[src/lcp_pkg.sv]
// ----------------------------------------------------------------------------
// lcp_pkg
// Shared types, coefficients and helpers of the lux conversion core.
// ----------------------------------------------------------------------------
package lcp_pkg;

  typedef enum logic [1:0] {
    BAND_LOW,
    BAND_MID,
    BAND_UPPER,
    BAND_HIGH
  } band_t;

  typedef enum logic {
    REG_HIGH_GAIN,
    REG_INTEGRATION_MS
  } reg_idx_t;

  // kill: result is forced to zero lux (saturated, dark or ratio too high)
  typedef struct packed {
    logic [15:0] ch0;
    logic [15:0] ch1;
    band_t       band;
    logic        kill;
    logic        ok;
  } item_t;

  localparam logic [15:0] COUNT_SAT   = 16'hFFFF;
  localparam int          QUEUE_DEPTH = 4;

  // band coefficients in units of 1e-5
  localparam logic [11:0] COEF_LOW_A   = 12'd3040;
  localparam logic [12:0] COEF_LOW_B   = 13'd6200;
  localparam logic [11:0] COEF_MID_A   = 12'd2240;
  localparam logic [11:0] COEF_MID_B   = 12'd3100;
  localparam logic [11:0] COEF_UPPER_A = 12'd1280;
  localparam logic [11:0] COEF_UPPER_B = 12'd1530;
  localparam logic [11:0] COEF_HIGH_A  = 12'd146;
  localparam logic [11:0] COEF_HIGH_B  = 12'd112;

  localparam logic [12:0] SCALE_GAIN_HI = 13'd402;
  localparam logic [12:0] SCALE_GAIN_LO = 13'd6432;
  localparam logic [16:0] MS_UNIT       = 17'd100000;
  localparam logic [15:0] MS_RESET      = 16'd402;

  localparam int TAB_W   = 24;  // r^1.4 in Q24
  localparam int DIFF_W  = 28;
  localparam int M1_W    = 41;
  localparam int VAL_W   = 57;
  localparam int NUM_W   = 58;
  localparam int LUXQ_W  = 42;
  localparam int LUX_W   = 40;

  // largest s < 4096 with s^5 <= t
  function automatic logic [63:0] fifth_root(input logic [63:0] t);
    logic [63:0] s;
    logic [63:0] c;
    s = '0;
    for (int b = 11; b >= 0; b--) begin
      c = s | (64'd1 << b);
      if (c * c * c * c * c <= t) s = c;
    end
    return s;
  endfunction

endpackage

[src/lcp_queue.sv]
// ----------------------------------------------------------------------------
// lcp_queue
// Short FIFO between the classifier and the arithmetic pipeline.
// ----------------------------------------------------------------------------
module lcp_queue (
  input  logic           clk,
  input  logic           rst_n,
  input  logic           push,
  input  lcp_pkg::item_t push_item,
  input  logic           pop,
  output logic           full,
  output logic           head_vld,
  output lcp_pkg::item_t head_item
);

  localparam int DEPTH = lcp_pkg::QUEUE_DEPTH;
  localparam int PTR_W = $clog2(DEPTH);
  localparam int CNT_W = $clog2(DEPTH + 1);

  lcp_pkg::item_t   data_r [DEPTH];
  logic [PTR_W-1:0] wr_ptr_r;
  logic [PTR_W-1:0] rd_ptr_r;
  logic [CNT_W-1:0] count_r;
  logic [CNT_W-1:0] count_nxt;

  assign full      = (count_r == CNT_W'(DEPTH));
  assign head_vld  = (count_r != '0);
  assign head_item = data_r[rd_ptr_r];

  always_comb begin
    count_nxt = count_r;
    if (push && !(pop && head_vld)) begin
      count_nxt = count_r + 1'b1;
    end else if (!push && pop && head_vld) begin
      count_nxt = count_r - 1'b1;
    end
  end

  always_ff @(posedge clk) begin
    if (!rst_n) begin
      wr_ptr_r <= '0;
      rd_ptr_r <= '0;
      count_r  <= '0;
    end else begin
      count_r <= count_nxt;
      if (push) wr_ptr_r <= wr_ptr_r + 1'b1;
      if (pop && head_vld) rd_ptr_r <= rd_ptr_r + 1'b1;
    end
  end

  always_ff @(posedge clk) begin
    if (push) data_r[wr_ptr_r] <= push_item;
  end

endmodule

[config.mk]
export PLATFORM = sky130hd
export DESIGN_NAME = lcp_queue
export DESIGN_NICKNAME = d
export VERILOG_FILES = /design/src/lcp_pkg.sv /design/src/lcp_queue.sv
export SDC_FILE = /design/constraint.sdc
export NUM_CORES = 1
export LEC_CHECK = 0
export ABC_AREA = 1
export BUFFER_PORTS_ARGS = -buffer_cell sky130_fd_sc_hd__clkbuf_2
export CORE_MARGIN = 4
export CORE_UTILIZATION = 59
export CTS_BUF_LIST = sky130_fd_sc_hd__clkbuf_4
export CTS_CLUSTER_SIZE = 12
export DETAILED_ROUTE_END_ITERATION = 7
export PLACE_DENSITY = 0.81
export SYNTH_ARGS = -nofsm -noshare
export SYNTH_HDL_FRONTEND = slang
export SYNTH_SLANG_ARGS = --single-unit
[constraint.sdc]
create_clock -name clk -period 2 [get_ports clk]
set_input_delay 0.4 -clock clk [delete_from_list [all_inputs] [get_ports clk]]
set_output_delay 0.4 -clock clk [all_outputs]
set_load 0.005 [all_outputs]
After elaboration in Yosys (flattened, before gate mapping):

Memory sizes are Yosys's and may differ from the RTL's. A register that Yosys moved wholly into a read port is not among the register bits.
Cells that the tools add are included.

* RAM bits: 144
* word-level logic and storage cells: 23
* memories: 1
* bits in registers: 7
* bits of input ports: 40
* output and inout port bits: 38

Memory list
* data_r: depth 4, width 36, rd ports 1, clocked after memory_dff 1, write ports 1, line lcp_queue.sv:20 `lcp_pkg::item_t data_r [DEPTH];`

* add/sub/neg operators: 4
* reductions and logical operators: 8
* equality and inequality tests: 1
* mux-type cells: 6

Operator list (number)
* 3-bit two-way mux: 2
* 2-bit by 1-bit adder with 2-bit output, second input constant: 2
* 1-bit logical AND: 4
* 2-bit two-way mux: 2
* 3-bit by 1-bit adder with 3-bit output, second input constant: 1
* 3-bit equality test, second input constant: 1
* 3-bit nonzero test: 1
* 3-bit by 1-bit subtractor with 3-bit output, second input constant: 1
* 1-bit zero test: 2
* 1-bit two-way mux: 2
* 2-bit nonzero test: 1

Depth between registers and ports, before layout:

* depth in word-level cells: 5
* gate-level depth with buffers: 9
* mapped depth without buffers: 9

Least setup slack after synthesis:

OpenSTA, ideal clock, no wires.

* path type: reg-to-reg
* start point: reg wr_ptr_r[0]
* end point: mem data_r[2][0] (netlist bit) (enable)
* setup slack: 309 ps
* arrival time: 1301 ps
* cell stages (with the launch flop): 5
* required time: 1609 ps
* period minus slack after synthesis: 1691 ps
* setup time: 391 ps
* buffers on the path: 0
* cells stage by stage: dfxtp_1 > inv_1 > ha_1 > nand2_1 > inv_1

RTL lines
* from (decl): line lcp_queue.sv:21 `logic [PTR_W-1:0] wr_ptr_r;`
* from (signal assigned): line lcp_queue.sv:46 `if (push) wr_ptr_r <= wr_ptr_r + 1'b1;`
* to (decl): line lcp_queue.sv:20

Straight into the memory's write port.

==> out/qor.yml <==
outcome:
  outcome: "finished with violations"
  violations: "negative setup slack"
cts:
  clkLatencyLatePin_ps: 540
  clock_path_buffers: 2
  ctsHoldBuffers: 0
  path_clk_slew_ps: 140
  cts-root-buf: "clkbuf_4"
  cts_max_level: 4
  clock-sinks: 153
  cts_tree: "yes"
  cts-buffers-inserted: 17
die:
  fp.dieW_um: 108
  die_h_um: 108
  core_region_area_mm2: 0.00973
  start_util_pct: 60.3
  die_area_mm2: 0.0116
  num_rows: 36
  top_level_ports: 78
worst_hold_path:
  hold_path_end: "data_r[3][24]"
  holdPathStages: 1
  hp-class: "in -> reg"
  min_from: "push_item[24]"
finish:
  fillers: 586
  final-seq-area_mm2: 0.00451
  multi_input_area_mm2: 0.00136
  drive_gt1_share_pct: 39.8
  nets: 562
  area_growth_pct: 23.2
  design_area_mm2: 0.00723
  diodes: 0
sta:
  rsz0062_at_grt: "true"
  fin_ws_ps: -139
  slew_headroom_pct: 74.0
  hold_viol: 0
  finClkSkew_ps: 14.7
  finalSetupViolCount: 33
  worstMarginPinSlew_ps: 388
  fin_crit_sh_pct: 107
  max_freq_mhz: 468
  slew_viol_final: 0
  post-route-min-period_ps: 2140
critical_path:
  critPathRequiredTime_ps: 1600
  reg2regPathDepth: 8
  worstSetupPathType: "reg -> out"
  critPathMaxFanout: 8
  cpPeakStageDelay_ps: 500
  regToRegSetupSlack_ps: 360
  cp_slowest_cell: "dfxtp_4"
  start_kind: "flip-flop"
  crit_arrival_ps: 1740
  worst_setup_path_end_kind: "output pin"
  crit_family: "flip-flops"
  cp_cell_sequence: "buf_12 -> buf_16 -> o21ai_2 -> o22ai_1 -> buf_2"
  r2r_start: "count_r[1]"
  timing.rr.end: "count_r[2]"
  crit_buf_inv: 3
placement:
  post-dp-hpwl_um: 7180
  dpl_cell_area_mm2: 0.00641
  gp_congestion: 0.749
  io_buffers: 77
  pre_cts_ws_ps: 252
detailed_routing:
  drt-total-wl_um: 13600
  viasPerCell: 5.90
  drc_errors: 0
  wl_per_cell_um: 20.5
  drtIter0Drc: 337
  ant_nets: 0
  vias: 3909
  first_pass_iters: 5
logic_synthesis:
  synth_area_mm2: 0.00587
  synth_xor_area_share_pct: 0
  yosysUniqueCellTypes: 26
  async_flop_share_pct: 0
  muxShareOfSynthArea_pct: 0
  synth-simple-area-share_pct: 7.23
  yosysTopAreaCell: "edfxtp_1"
  synth_ff_type: "edfxtp_1"
  yosysTopAreaCellShare_pct: 73.7
  synth_top_family_by_area: "compound AO/OA/AOI/OAI gates"
  synthCells: 413
  seq_area_frac_synth_pct: 76.8
  ys_ff_latch: 153
  synthAdderAreaFrac_pct: 1.19
  yosysMostFrequentCell: "edfxtp_1"
  synth_area_leaders: "edfxtp_1, nor2_1, o21ai_0"
  synth_nets: 458
  avgSynthCellArea_um2: 14.2
  yosysWarnings: 0
  synth_edf_count: 144
  ys_top_cells_by_count: "edfxtp_1, nor2_1, o21ai_0"
  synth_compound_area_share_pct: 10.9
flow_run:
  cap_violations: 0
global_routing:
  grt_pass1_vias: 3797
  grt_pass1_wl_um: 20600
  gr-total-overflow: 0
  grtUsageTotal_pct: 24.3
  grt_max_degree: 25
  antenna_found_initial: 0
power:
  p_leak_nw: 2.60
  powerDensity_mw_per_mm2: 988
  irDropWorstVdd_v: 0.000597
## registers in the layout (all words and copies together) (netlist names), named ones only
name,flops
rd_ptr_r,2
count_r,3
wr_ptr_r,2
data_r,144
## routing by layer
layer	up-vias	part of all wire, %	global-route usage, %
met5	-	0	0
met4	0	2.6	9.47
met3	30	8.0	5.64
met2	210	52	40.6
met1	1913	37	31.1
li1	1756	-	-
## final cells by class
class / count / area share, %
Multi-Input combinational cell: 222 / 18.8
Inverter: 15 / 0.987
Clock buffer: 18 / 1.87
Sequential cell: 153 / 62.4
Clock inverter: 14 / 2.25
Timing Repair Buffer: 105 / 11.0
Tap cell: 133 / 2.30
Timing Repair inverter: 3 / 0.364
## per-stage QoR
stage / hold WS, ps / cells / setup TNS (ps) / total power, mW / util, %
finish: 60.8 / 663 / -1300 / 7.14 / 74.3
global placement: 460 / 616 / 0 / 4.79 / 65.9
floorplan: 449 / 413 / 0 / 4.42 / -
detailed placement: 492 / 616 / 0 / 4.83 / 65.9
CTS: 30.3 / 664 / -1820 / 7.02 / 72.9
global route: 16.6 / 663 / -4670 / 7.42 / 74.3
## worst max path at each step
stage | start | endpoint | slack, ps | depth (start not counted)
3_3_place_gp | flip-flop | head_item[16] | 360 | 5
6_report | flip-flop | head_item[30] | -140 | 5
3_5_place_dp | flip-flop | head_item[14] | 250 | 5
4_1_cts | flip-flop | head_item[14] | -70 | 5
2_1_floorplan | wr_ptr_r[0] | data_r[2][0] | 310 | 4
5_1_grt | flip-flop | head_item[32] | -200 | 5
## cells by family (layout without fill, tap and decap cells)
group                      Yosys count  after routing
buffers and inverters               38            155
and+or+nand+nor                    100            100
adders and majority gates            5              5
AOI/OAI and AO/OA                  117            117
DFF                                153            153
## layout by cell type, fill, tap and decap left out, types with 15 or more instances in the layout
cell type | Yosys | layout
edfxtp_1 | 144 | 144
nor2_1 | 76 | 55
clkbuf_2 | 0 | 55
o21ai_1 | 20 | 35
o22ai_1 | 36 | 26
o21ai_2 | 1 | 24
nor2_2 | 3 | 22
buf_2 | 12 | 22
clkbuf_4 | 0 | 18
o21ai_0 | 54 | 15
## power breakdown
group,switching (mW),internal [mW]
Clock,1.18,0.791
Combinational,0.807,0.613
Sequential,0.0909,3.66
## timing repair
| item | CTS | global route |
|---|---|---|
| pin swaps | 15 | 5 |
| endpoints found under the hold margin | 0 | 0 |
| resized for setup | 73 | 79 |
| setup endpoints to repair | 36 | 36 |
| cloned | 8 | 0 |
| buffers inserted | 8 | 0 |
No activity file was read; power rests on OpenSTA's default activity.
