## src/lcp_pkg.sv

```systemverilog
// ----------------------------------------------------------------------------
// lcp_pkg
// Shared types, coefficients and helpers of the lux conversion core.
// ----------------------------------------------------------------------------
package lcp_pkg;

  typedef enum logic [1:0] {
    BAND_LOW,
    BAND_MID,
    BAND_UPPER,
    BAND_HIGH
  } band_t;

  typedef enum logic {
    REG_HIGH_GAIN,
    REG_INTEGRATION_MS
  } reg_idx_t;

  // kill: result is forced to zero lux (saturated, dark or ratio too high)
  typedef struct packed {
    logic [15:0] ch0;
    logic [15:0] ch1;
    band_t       band;
    logic        kill;
    logic        ok;
  } item_t;

  localparam logic [15:0] COUNT_SAT   = 16'hFFFF;
  localparam int          QUEUE_DEPTH = 4;

  // band coefficients in units of 1e-5
  localparam logic [11:0] COEF_LOW_A   = 12'd3040;
  localparam logic [12:0] COEF_LOW_B   = 13'd6200;
  localparam logic [11:0] COEF_MID_A   = 12'd2240;
  localparam logic [11:0] COEF_MID_B   = 12'd3100;
  localparam logic [11:0] COEF_UPPER_A = 12'd1280;
  localparam logic [11:0] COEF_UPPER_B = 12'd1530;
  localparam logic [11:0] COEF_HIGH_A  = 12'd146;
  localparam logic [11:0] COEF_HIGH_B  = 12'd112;

  localparam logic [12:0] SCALE_GAIN_HI = 13'd402;
  localparam logic [12:0] SCALE_GAIN_LO = 13'd6432;
  localparam logic [16:0] MS_UNIT       = 17'd100000;
  localparam logic [15:0] MS_RESET      = 16'd402;

  localparam int TAB_W   = 24;  // r^1.4 in Q24
  localparam int DIFF_W  = 28;
  localparam int M1_W    = 41;
  localparam int VAL_W   = 57;
  localparam int NUM_W   = 58;
  localparam int LUXQ_W  = 42;
  localparam int LUX_W   = 40;

  // largest s < 4096 with s^5 <= t
  function automatic logic [63:0] fifth_root(input logic [63:0] t);
    logic [63:0] s;
    logic [63:0] c;
    s = '0;
    for (int b = 11; b >= 0; b--) begin
      c = s | (64'd1 << b);
      if (c * c * c * c * c <= t) s = c;
    end
    return s;
  endfunction

endpackage

```

## src/lcp_front.sv

```systemverilog
// ----------------------------------------------------------------------------
// lcp_front
// Accepts count pairs and classifies them into ratio bands.
// ----------------------------------------------------------------------------
module lcp_front (
  input  logic                 in_valid,
  input  logic [15:0]          in_ch0_count,
  input  logic [15:0]          in_ch1_count,
  input  logic                 q_full,
  output logic                 in_stall,
  output logic                 push,
  output lcp_pkg::item_t       item
);

  logic        sat;
  logic        lt_half;
  logic        lt_61;
  logic        lt_80;
  logic        lt_130;
  logic [22:0] m100_ch1;
  logic [22:0] m61_ch0;

  assign sat      = (in_ch0_count == lcp_pkg::COUNT_SAT) || (in_ch1_count == lcp_pkg::COUNT_SAT);
  assign lt_half  = {in_ch1_count, 1'b0} < {1'b0, in_ch0_count};
  assign m100_ch1 = 23'(in_ch1_count) * 23'd100;
  assign m61_ch0  = 23'(in_ch0_count) * 23'd61;
  assign lt_61    = m100_ch1 < m61_ch0;
  assign lt_80    = (19'(in_ch1_count) * 19'd5) < (19'(in_ch0_count) * 19'd4);
  assign lt_130   = (20'(in_ch1_count) * 20'd10) < (20'(in_ch0_count) * 20'd13);

  always_comb begin
    item.ch0  = in_ch0_count;
    item.ch1  = in_ch1_count;
    item.ok   = !sat;
    item.kill = sat || (in_ch0_count == 16'd0) || !lt_130;
    if (lt_half) begin
      item.band = lcp_pkg::BAND_LOW;
    end else if (lt_61) begin
      item.band = lcp_pkg::BAND_MID;
    end else if (lt_80) begin
      item.band = lcp_pkg::BAND_UPPER;
    end else begin
      item.band = lcp_pkg::BAND_HIGH;
    end
  end

  assign in_stall = q_full;
  assign push     = in_valid && !q_full;

endmodule

```

## config.mk

```make
export PLATFORM = sky130hd
export DESIGN_NAME = lcp_front
export DESIGN_NICKNAME = d
export VERILOG_FILES = /design/src/lcp_pkg.sv /design/src/lcp_front.sv
export SDC_FILE = /design/constraint.sdc
export NUM_CORES = 1
export LEC_CHECK = 0
export ABC_CLOCK_PERIOD_IN_PS = 7000
export BUFFER_PORTS_ARGS = -buffer_cell sky130_fd_sc_hd__buf_2
export CAP_MARGIN = 10
export CORE_MARGIN = 2
export CORE_UTILIZATION = 60
export DETAILED_ROUTE_END_ITERATION = 12
export PLACE_DENSITY_LB_ADDON = 0.1
export SYNTH_ARGS = -nofsm -noshare
export SYNTH_HDL_FRONTEND = slang
export SYNTH_SLANG_ARGS = --single-unit
```

## constraint.sdc

```tcl
create_clock -name vclk -period 7
set_input_delay 0 -clock vclk [all_inputs]
set_output_delay 0 -clock vclk [all_outputs]
set_load 0.01 [all_outputs]
```

* Word-level counts from Yosys, hierarchy flattened
Index checks and enable logic that the tools add are counted.
** Word-level totals
- Input bits :: 34
- Output and inout bits :: 38
- Word-level logic and storage cells :: 22
- Register bits after elaboration :: 0
** Cells by class
- Reduce and logical (&&, ||, !) cells :: 8
- Multiply operators :: 5
- Eq/ne operators :: 2
- $lt $le $gt $ge :: 4
- Multiplexer cells :: 3
** Operators by type and width (count)
- multiplier 16 x 3 -> 19 bit (second input constant) :: 2
- == test 16 bit (second input constant) :: 2
- less-than comparator 23 x 22 -> 1 bit :: 1
- multiplier 16 x 6 -> 22 bit (second input constant) :: 1
- multiplier 16 x 5 -> 21 bit (second input constant) :: 1
- less-than comparator 20 bit :: 1
- multiplier 16 x 4 -> 20 bit (second input constant) :: 1
- less-than comparator 19 x 18 -> 1 bit :: 1
- less-than comparator 17 x 16 -> 1 bit :: 1
- logical NOT 16 bit :: 1
- two-way mux 2 bit :: 2
- logical NOT 1 bit :: 3
- logical OR 1 bit :: 3
- logical AND 1 bit :: 1
- two-way mux 1 bit :: 1

* Logic depth before layout (Yosys ltp)
Gate-level depths: netlist (run 1).
- Word-level depth :: 5
- Mapped depth :: 23
- Gate-level depth less buffers :: 23

* Least setup slack after synthesis (run 1)
Ideal clock, no wire load.
- Path kind :: input to output
- Start :: in in_ch0_count[6]
- End :: out item[3] (netlist name)
- Data required time :: 7.000 ns
- Setup slack :: 1.804 ns
- Path buffers :: 0
- Stages :: 21
- Data arrival time :: 5.196 ns
- Cells stage by stage :: inv_1 -> fa_1 -> inv_1 -> fa_1 -> inv_1 -> fa_1 -> inv_1 -> ha_1 -> and2_4 -> a221o_1 -> a221oi_2 -> a21oi_2 -> a2111oi_2 -> o41a_1 -> xor2_1 -> ha_1 -> nand3_1 -> or4_1 -> o211ai_1 -> o21bai_1 -> nor2b_1
** RTL lines
- start: declaration :: line lcp_front.sv:7 : input logic [15:0] in_ch0_count,
- end: declaration :: line lcp_front.sv:12 : output lcp_pkg::item_t item

==> results of run 1 <==
==> layout by cell type, fill, tap and decap left out, types with 3 or more instances in the layout <==
cell type and count:
inv_1 177, a31oi_1 3, a21oi_1 54, xnor2_1 32, nor2_1 37, o21a_1 16
nand3_1 8, nand4_1 15, a41oi_1 3, nor3_1 10, a211o_1 3, a211oi_1 11
o21ai_0 38, a21o_1 27, o211ai_1 5, or3_1 3, ha_1 231, or4_1 3
nand2b_1 8, fa_1 67, nand2_1 21, xor2_1 23, o21bai_1 9, o31ai_1 3
and3_1 3, buf_2 72, nor2b_1 13
==> logic make-up (layout without fill, tap and decap cells) <==
kind of cell | after synthesis | in the layout | share of synthesized area [%]
buffers and inverters | 210 | 249 | 12.1
and+or+nand+nor | 127 | 127 | 8.49
AOI/OAI and AO/OA | 194 | 194 | 16.8
xor gates and xnor gates | 55 | 55 | 6.40
adders and majority gates | 298 | 298 | 56.2
==> worst max path at each step <==
stage | from | end | cells after the start
6_report | in_ch0_count[6] | item[3] | 23
5_1_grt | in_ch0_count[6] | item[3] | 23
4_1_cts | in_ch0_count[6] | item[3] | 23
3_5_place_dp | in_ch0_count[6] | item[3] | 23
3_3_place_gp | in_ch0_count[6] | item[3] | 23
2_1_floorplan | in_ch0_count[6] | item[3] | 21
==> cells in the mapped netlist, types with 5 or more instances <==
master,number
nor2_1,37
a21o_1,27
o21bai_1,9
nand2_1,21
buf_4,33
nand3_1,8
a21oi_1,54
nand4_1,15
o21a_1,16
o211ai_1,5
inv_1,177
fa_1,67
ha_1,231
xor2_1,23
nor3_1,10
o21ai_0,38
nor2b_1,13
xnor2_1,32
a211oi_1,11
nand2b_1,8
==> per-stage QoR <==
step	utilization (%)	setup WS (ns)	instances
after global placement	64.8	1.17	1091
after floorplan	-	1.80	884
after detailed placement	64.8	1.03	1091
after global routing	64.8	0.692	1091
final	64.8	1.00	1091
after CTS	64.8	1.01	1091
==> routing by layer <==
metal | vias to the layer above | track usage [%] | wire (um)
met5 | - | 0 | 0
li1 | 3094 | - | -
met4 | 0 | 5.00 | 328
met2 | 109 | 49.1 | 8610
met1 | 2907 | 34.6 | 7880
met3 | 25 | 0.941 | 460
==> cell type report <==
cell class,instances,area [sq um]
Tap cell,168,210
Fill cell,1062,4260
Inverter,177,664
Timing Repair Buffer,72,360
Multi-Input combinational cell,674,6620
==> report_power, final <==
part           switching [W]  internal [W]  leakage [nW]  total (W)
Sequential                 0             0             0          0
Clock                      0             0             0          0
Combinational        0.00101      0.000808          4.38    0.00182
==> results.yml, run 1 <==
global_routing:
  grt_pass1_vias: 6331
  grt_overflow: 0
  antenna_found_initial: 0
  grt_max_degree: 11
  grt_pass1_wl_mm: 28.6
  track_usage_pct: 26.5
die:
  ios: 72
  die_w_um: 116
  rows: 40
  dieArea_sq_mm: 0.0135
  coreArea_sq_mm: 0.0121
  die_y_um: 116
  start_util_pct: 62.2
power:
  leakagePower_nw: 4.38
  worst_ir_drop_vdd_mv: 0.0999
  power_density_mw_per_mm2: 232
  power_w: 0.00182
sta:
  drv_slew: 0
  period_needed_ns: 6.00
  timing.final.crit_share_pct: 85.7
  whs_ns: 0.203
  fmax_mhz: 167
  hold_viol_final: 0
  tns_ns: 0
  rsz0062_at_grt: "no"
  worst_slew_pin_slew_ns: 0.584
  max_slew_margin_pct: 60.1
  setup_viol: 0
finish:
  fin_area_sq_mm: 0.00785
  antenna_cells: 0
  seq_cell_count: 0
  nets: 1257
  clockBufferCount: 0
  seq_area_sq_um: 0
  drive_gt1_share_pct: 8.34
  areaGrowthSynthToFinish_pct: 4.29
worst_setup_path:
  crit_chain: "buf_2, inv_1, fa_1, inv_1, fa_1, inv_1, fa_1, inv_1, ha_1, and2_4, a221o_1, a221oi_2, a21oi_2, a2111oi_2, o41a_1, xor2_1, ha_1, nand3_1, or4_1, o211ai_1, o21bai_1, nor2b_1, buf_2"
  worstSetupStartpointType: "input port"
  worstPathArrival_ns: 6.00
  cp_num_buf_inv: 6
  cp.required_ns: 7.00
  path_class: "input port to output pin"
  critPathMaxFanout: 7
  end_kind: "output pin"
  max_stage_delay_ns: 0.57
  critical_path.slowest_cell: "or4_1"
  cpLargestDelayFamily: "adder cells"
  cpMostUsedCell: "inv_1"
clock_network:
  ctsResizeCount: 0
  holdBufCountCts: 0
  post_cts_buffers: 0
yosys:
  syn_inst: 884
  yosys.cell_types.count: 51
  synth_top_area_share_pct: 38.4
  yosysTopAreaCell: "ha_1"
  syn-num-nets: 1216
  synth_area_sq_mm: 0.00753
  ys_seq_area_share_pct: 0
  synthTopCellsByArea: "ha_1 (38%), fa_1 (18%), inv_1 (8.8%)"
  yosys_warnings: 0
  syn_avg_cell_area_sq_um: 8.52
outcome:
  status: "finished, final reports clean"
drt:
  num_vias: 6135
  drt_iter0_drc: 248
  wirelength_mm: 17.3
  drtAntennaViolNets: 0
  routedWlPerCell_um: 15.8
  viasPerCell: 5.62
  drc_errors: 0
  drtPass1Iterations: 4
placed_design:
  gp_congestion: 0.943
  placed_area_sq_mm: 0.00785
  portBuffers: 72
  detailed_place_hpwl_mm: 15.5
worst_hold_path:
  whs_path_depth: 2
  min_to: "in_stall"
  hold_path.class: "input port to output pin"
  hold_start: "q_full"
run:
  cap_violations: 0
No activity file was read; power rests on OpenSTA's default activity.
==> run 2, diff against run 1 <==
BUFFER_PORTS_ARGS = -buffer_cell sky130_fd_sc_hd__buf_4   (was -buffer_cell sky130_fd_sc_hd__buf_2)
TNS_END_PERCENT = 30   (was unset)
==> results.yml, run 2 (same netlist as run 1, synthesis figures left out) <==
drt:
  dr_wl_met3_um: 659
  viasPerCell: 5.64
  num_vias: 6158
  drtAntennaViolNets: 0
  routedWlPerCell_um: 16.1
  drt_iter0_drc: 355
  drc_errors: 0
  wirelength_met1_mm: 7.67
  topRoutingLayerUsed: "met4"
  met2_length_mm: 8.77
  drtPass1Iterations: 4
  wirelength_mm: 17.5
run:
  cap_violations: 0
die:
  start_util_pct: 62.2
  die_w_um: 116
  dieArea_sq_mm: 0.0135
  die_y_um: 116
  ios: 72
  coreArea_sq_mm: 0.0121
  rows: 40
sta:
  worst_slew_pin_slew_ns: 0.574
  timing.final.crit_share_pct: 84.5
  max_slew_margin_pct: 60.7
  hold_viol_final: 0
  tns_ns: 0
  fmax_mhz: 169
  period_needed_ns: 5.92
  drv_slew: 0
  setup_ws_ns: 1.08
  setup_viol: 0
  rsz0062_at_grt: "no"
worst_setup_path:
  worstPathArrival_ns: 5.92
  critPathMaxFanout: 7
  end_kind: "output pin"
  cp.required_ns: 7.00
  path_class: "input port to output pin"
  worstSetupStartpointType: "input port"
finish:
  areaGrowthSynthToFinish_pct: 6.68
  nets: 1257
  layout_common_cells: "ha_1 (231), inv_1 (177), buf_4 (72)"
  seq_area_sq_um: 0
  clockBufferCount: 0
  drive_gt1_share_pct: 8.34
  final_common_cell: "ha_1"
  fin_area_sq_mm: 0.00803
  antenna_cells: 0
  seq_cell_count: 0
global_routing:
  grt_overflow: 0
  grt_pass1_wl_mm: 29.8
  grt_max_degree: 11
  grt_pass1_vias: 6617
  track_usage_pct: 27.4
  antenna_found_initial: 0
worst_hold_path:
  whs_path_depth: 2
  hold_start: "q_full"
  min_to: "in_stall"
  hold_path.class: "input port to output pin"
placed_design:
  pre_cts_slack_ns: 1.08
  placed_area_sq_mm: 0.00803
  portBuffers: 72
  detailed_place_hpwl_mm: 15.6
  gp_congestion: 0.919
power:
  power_density_mw_per_mm2: 231
  worst_ir_drop_vdd_mv: 0.103
  leakagePower_nw: 4.44
clock_network:
  holdBufCountCts: 0
  ctsResizeCount: 0
  post_cts_buffers: 0
outcome:
  status: "finished, final reports clean"
[run 2: cell types whose count changed in the layout (fill, tap and decap cells not counted)]
cell   previous run  this run
buf_2            72         0
buf_4             0        72
[run 2: layer usage]
metal | up-vias | track usage (%)
met4 | 0 | 5.87
li1 | 3088 | -
met3 | 30 | 0.209
met1 | 2920 | 35.2
met2 | 120 | 51.7
met5 | - | 0
[run 2: how the worst max path moves through the flow]
stage	startpoint	to	slack [ns]	cells after the start
6_report	in_ch0_count[6]	item[3]	1.08	23
5_1_grt	in_ch0_count[6]	item[2]	0.80	23
4_1_cts	in_ch0_count[6]	item[3]	1.08	23
3_5_place_dp	in_ch0_count[6]	item[3]	1.08	23
3_3_place_gp	in_ch0_count[6]	item[3]	1.23	23
2_1_floorplan	in_ch0_count[6]	item[3]	1.80	21
[run 2: cell type report]
class,instances,area (sq um)
fillers,1069,4080
repair buffers,72,541
multi-input cells,674,6620
well taps,168,210
inverters,177,664
[run 2: worst max-delay path: stages]
cell and delay (ns):
buf_4 0.14, inv_1 0.16, fa_1 0.57, inv_1 0.06, fa_1 0.53, inv_1 0.05, fa_1 0.52, inv_1 0.04
ha_1 0.34, and2_4 0.18, a221o_1 0.32, a221oi_2 0.42, a21oi_2 0.13, a2111oi_2 0.42, o41a_1 0.23, xor2_1 0.07
ha_1 0.30, nand3_1 0.12, or4_1 0.56, o211ai_1 0.21, o21bai_1 0.20, nor2b_1 0.18, buf_4 0.13
[run 2: report_power, final]
group | switching, W | internal, W
combinational | 0.00103 | 0.000827
clock | 0 | 0
sequential | 0 | 0
total | 0.00103 | 0.000827
[run 2: through the flow]
stage	utilization [%]	std cells	total power [W]	hold WS, ns
3_5_place_dp	66.3	1091	0.00185	0.190
6_report	66.3	1091	0.00186	0.189
4_1_cts	66.3	1091	0.00186	0.190
2_1_floorplan	-	884	0.00141	0.0464
3_3_place_gp	66.3	1091	0.00177	0.186
5_1_grt	66.3	1091	0.00213	0.193
==> run 3, diff against run 2 <==
ABC_AREA = 1   (was unset)
ABC_CLOCK_PERIOD_IN_PS = 5550   (was 7000)
clock period = 5.55 ns   (was 7 ns; I/O delays follow)
==> results.yml, run 3 <==
die:
  dieArea_sq_mm: 0.0142
  ios: 72
  coreArea_sq_mm: 0.0131
  rows: 42
  die_y_um: 119
  start_util_pct: 60.9
  die_w_um: 119
run:
  cap_violations: 0
placed_design:
  placed_area_sq_mm: 0.00849
  detailed_place_hpwl_mm: 15.8
  gp_congestion: 0.897
  portBuffers: 72
clock_network:
  ctsResizeCount: 0
  holdBufCountCts: 0
  post_cts_buffers: 0
sta:
  fmax_mhz: 219
  timing.final.crit_share_pct: 82.3
  worst_slew_pin_slew_ns: 0.342
  period_needed_ns: 4.57
  rsz0062_at_grt: "no"
  tns_ns: 0
  hold_viol_final: 0
  setup_viol: 0
  max_slew_margin_pct: 76.9
  drv_slew: 0
yosys:
  synth_area_sq_mm: 0.00797
  syn_inst: 1051
  ys_seq_area_share_pct: 0
  yosys_warnings: 0
  synth_top_area_share_pct: 36.2
  synth_common_cells: "inv_1 (237), ha_1 (231), nand2_1 (158)"
  syn-num-nets: 1383
  syn_avg_cell_area_sq_um: 7.59
  yosys.cell_types.count: 40
  yosysMostFrequentCell: "inv_1"
  yosysTopAreaCell: "ha_1"
  synthTopCellsByArea: "ha_1 (36%), fa_1 (17%), inv_1 (11%)"
finish:
  layout_common_cells: "inv_1 (237), ha_1 (231), nand2_1 (158)"
  nets: 1424
  areaGrowthSynthToFinish_pct: 6.43
  seq_cell_count: 0
  fin_area_sq_mm: 0.00849
  nFillCells: 1208
  clockBufferCount: 0
  drive_gt1_share_pct: 9.36
  final_common_cell: "inv_1"
  antenna_cells: 0
  seq_area_sq_um: 0
  final_util_pct: 64.9
power:
  power_density_mw_per_mm2: 290
  netSwitchingFraction_pct: 58.8
  leakagePower_nw: 4.93
  p_int_w: 0.00101
  power_w: 0.00246
  p_clk_share_pct: 0
  p_sw_w: 0.00145
  worst_ir_drop_vdd_mv: 0.128
  comb_power_share_pct: 100.0
  p_seq_share_pct: 0
drt:
  drtPass1Iterations: 5
  drtAntennaViolNets: 0
  routedWlPerCell_um: 14.1
  viasPerCell: 5.31
  drt_iter0_drc: 292
  drc_errors: 0
  num_vias: 6728
  wirelength_mm: 17.8
global_routing:
  grt_pass1_vias: 6862
  grt_pass1_wl_mm: 30.7
  grt_overflow: 0
  grt_max_degree: 11
  antenna_found_initial: 0
  track_usage_pct: 26.1
worst_setup_path:
  end_kind: "output pin"
  cpMostUsedCell: "nand2_1"
  critPathMaxFanout: 7
  cp.required_ns: 5.55
  critical_path.slowest_cell: "fa_1"
  path_class: "input port to output pin"
  worstSetupStartpointType: "input port"
  max_stage_delay_ns: 0.54
  worstPathArrival_ns: 4.57
worst_hold_path:
  hold_path.class: "input port to output pin"
outcome:
  status: "finished, final reports clean"
-- run 3: cell count changes after synthesis, sizes merged, moves of 9 or more --
cell	delta
a21o	-24
a21oi	+26
inv	+61
nand2	+143
nand3	+32
nor2b	-13
o21a	-13
o21ai	-9
xnor2	-10
xor2	+11
-- run 3: per-stage QoR --
stage | worst slack, ns | std cells | hold slack (ns)
3_5_place_dp | 0.964 | 1266 | 0.188
4_1_cts | 0.963 | 1266 | 0.188
3_3_place_gp | 1.06 | 1266 | 0.187
2_1_floorplan | 1.57 | 1051 | 0.0475
5_1_grt | 0.537 | 1266 | 0.202
6_report | 0.981 | 1266 | 0.186
-- run 3: final cells by class --
cell class	instances	area, sq um	share of cell area (%)
multi-input combinational	780	6830	80.5
inverter	238	893	10.5
timing repair buffer	72	541	6.37
tap	176	220	2.59
-- run 3: logic make-up (layout without fill, tap and decap cells) --
family / Yosys count / in the layout / synth area share [%]
compound gates: 144 / 144 / 11.0
buf+inv: 271 / 310 / 14.3
fa+ha+maj: 298 / 298 / 53.1
xor+xnor: 56 / 56 / 6.15
simple gates: 282 / 282 / 15.4
-- run 3: final timing paths --
check             endpoint  slack, ns             from  depth (start not counted)
hold / removal    in_stall       0.19           q_full                          2
setup / recovery   item[3]       0.98  in_ch0_count[2]                         30
-- run 3: worst max-delay path: cells and delay by family --
family	cells	cell delay (ns)
and+or+nand+nor	13	0.92
AOI/OAI and AO/OA	4	0.66
xor gates and xnor gates	1	0.16
buffers and inverters	7	0.61
adders and majority gates	5	2.20
-- run 3: routing by layer --
metal	wire (um)	up-vias	part of all wire, %	GRT usage [%]
met1	8230	3128	46	33.8
li1	-	3470	-	-
met4	193	0	1.1	2.31
met5	0	-	0	0
met2	8860	119	50	49.7
met3	520	11	2.9	1.05
-- run 3: power groups by stage --
stage / combinational [W] / clock (W) / sequential [W]
after floorplan: 0.00195 / 0 / 0
after global placement: 0.00244 / 0 / 0
after detailed placement: 0.00247 / 0 / 0
after CTS: 0.00248 / 0 / 0
after global routing: 0.00289 / 0 / 0
final: 0.00246 / 0 / 0
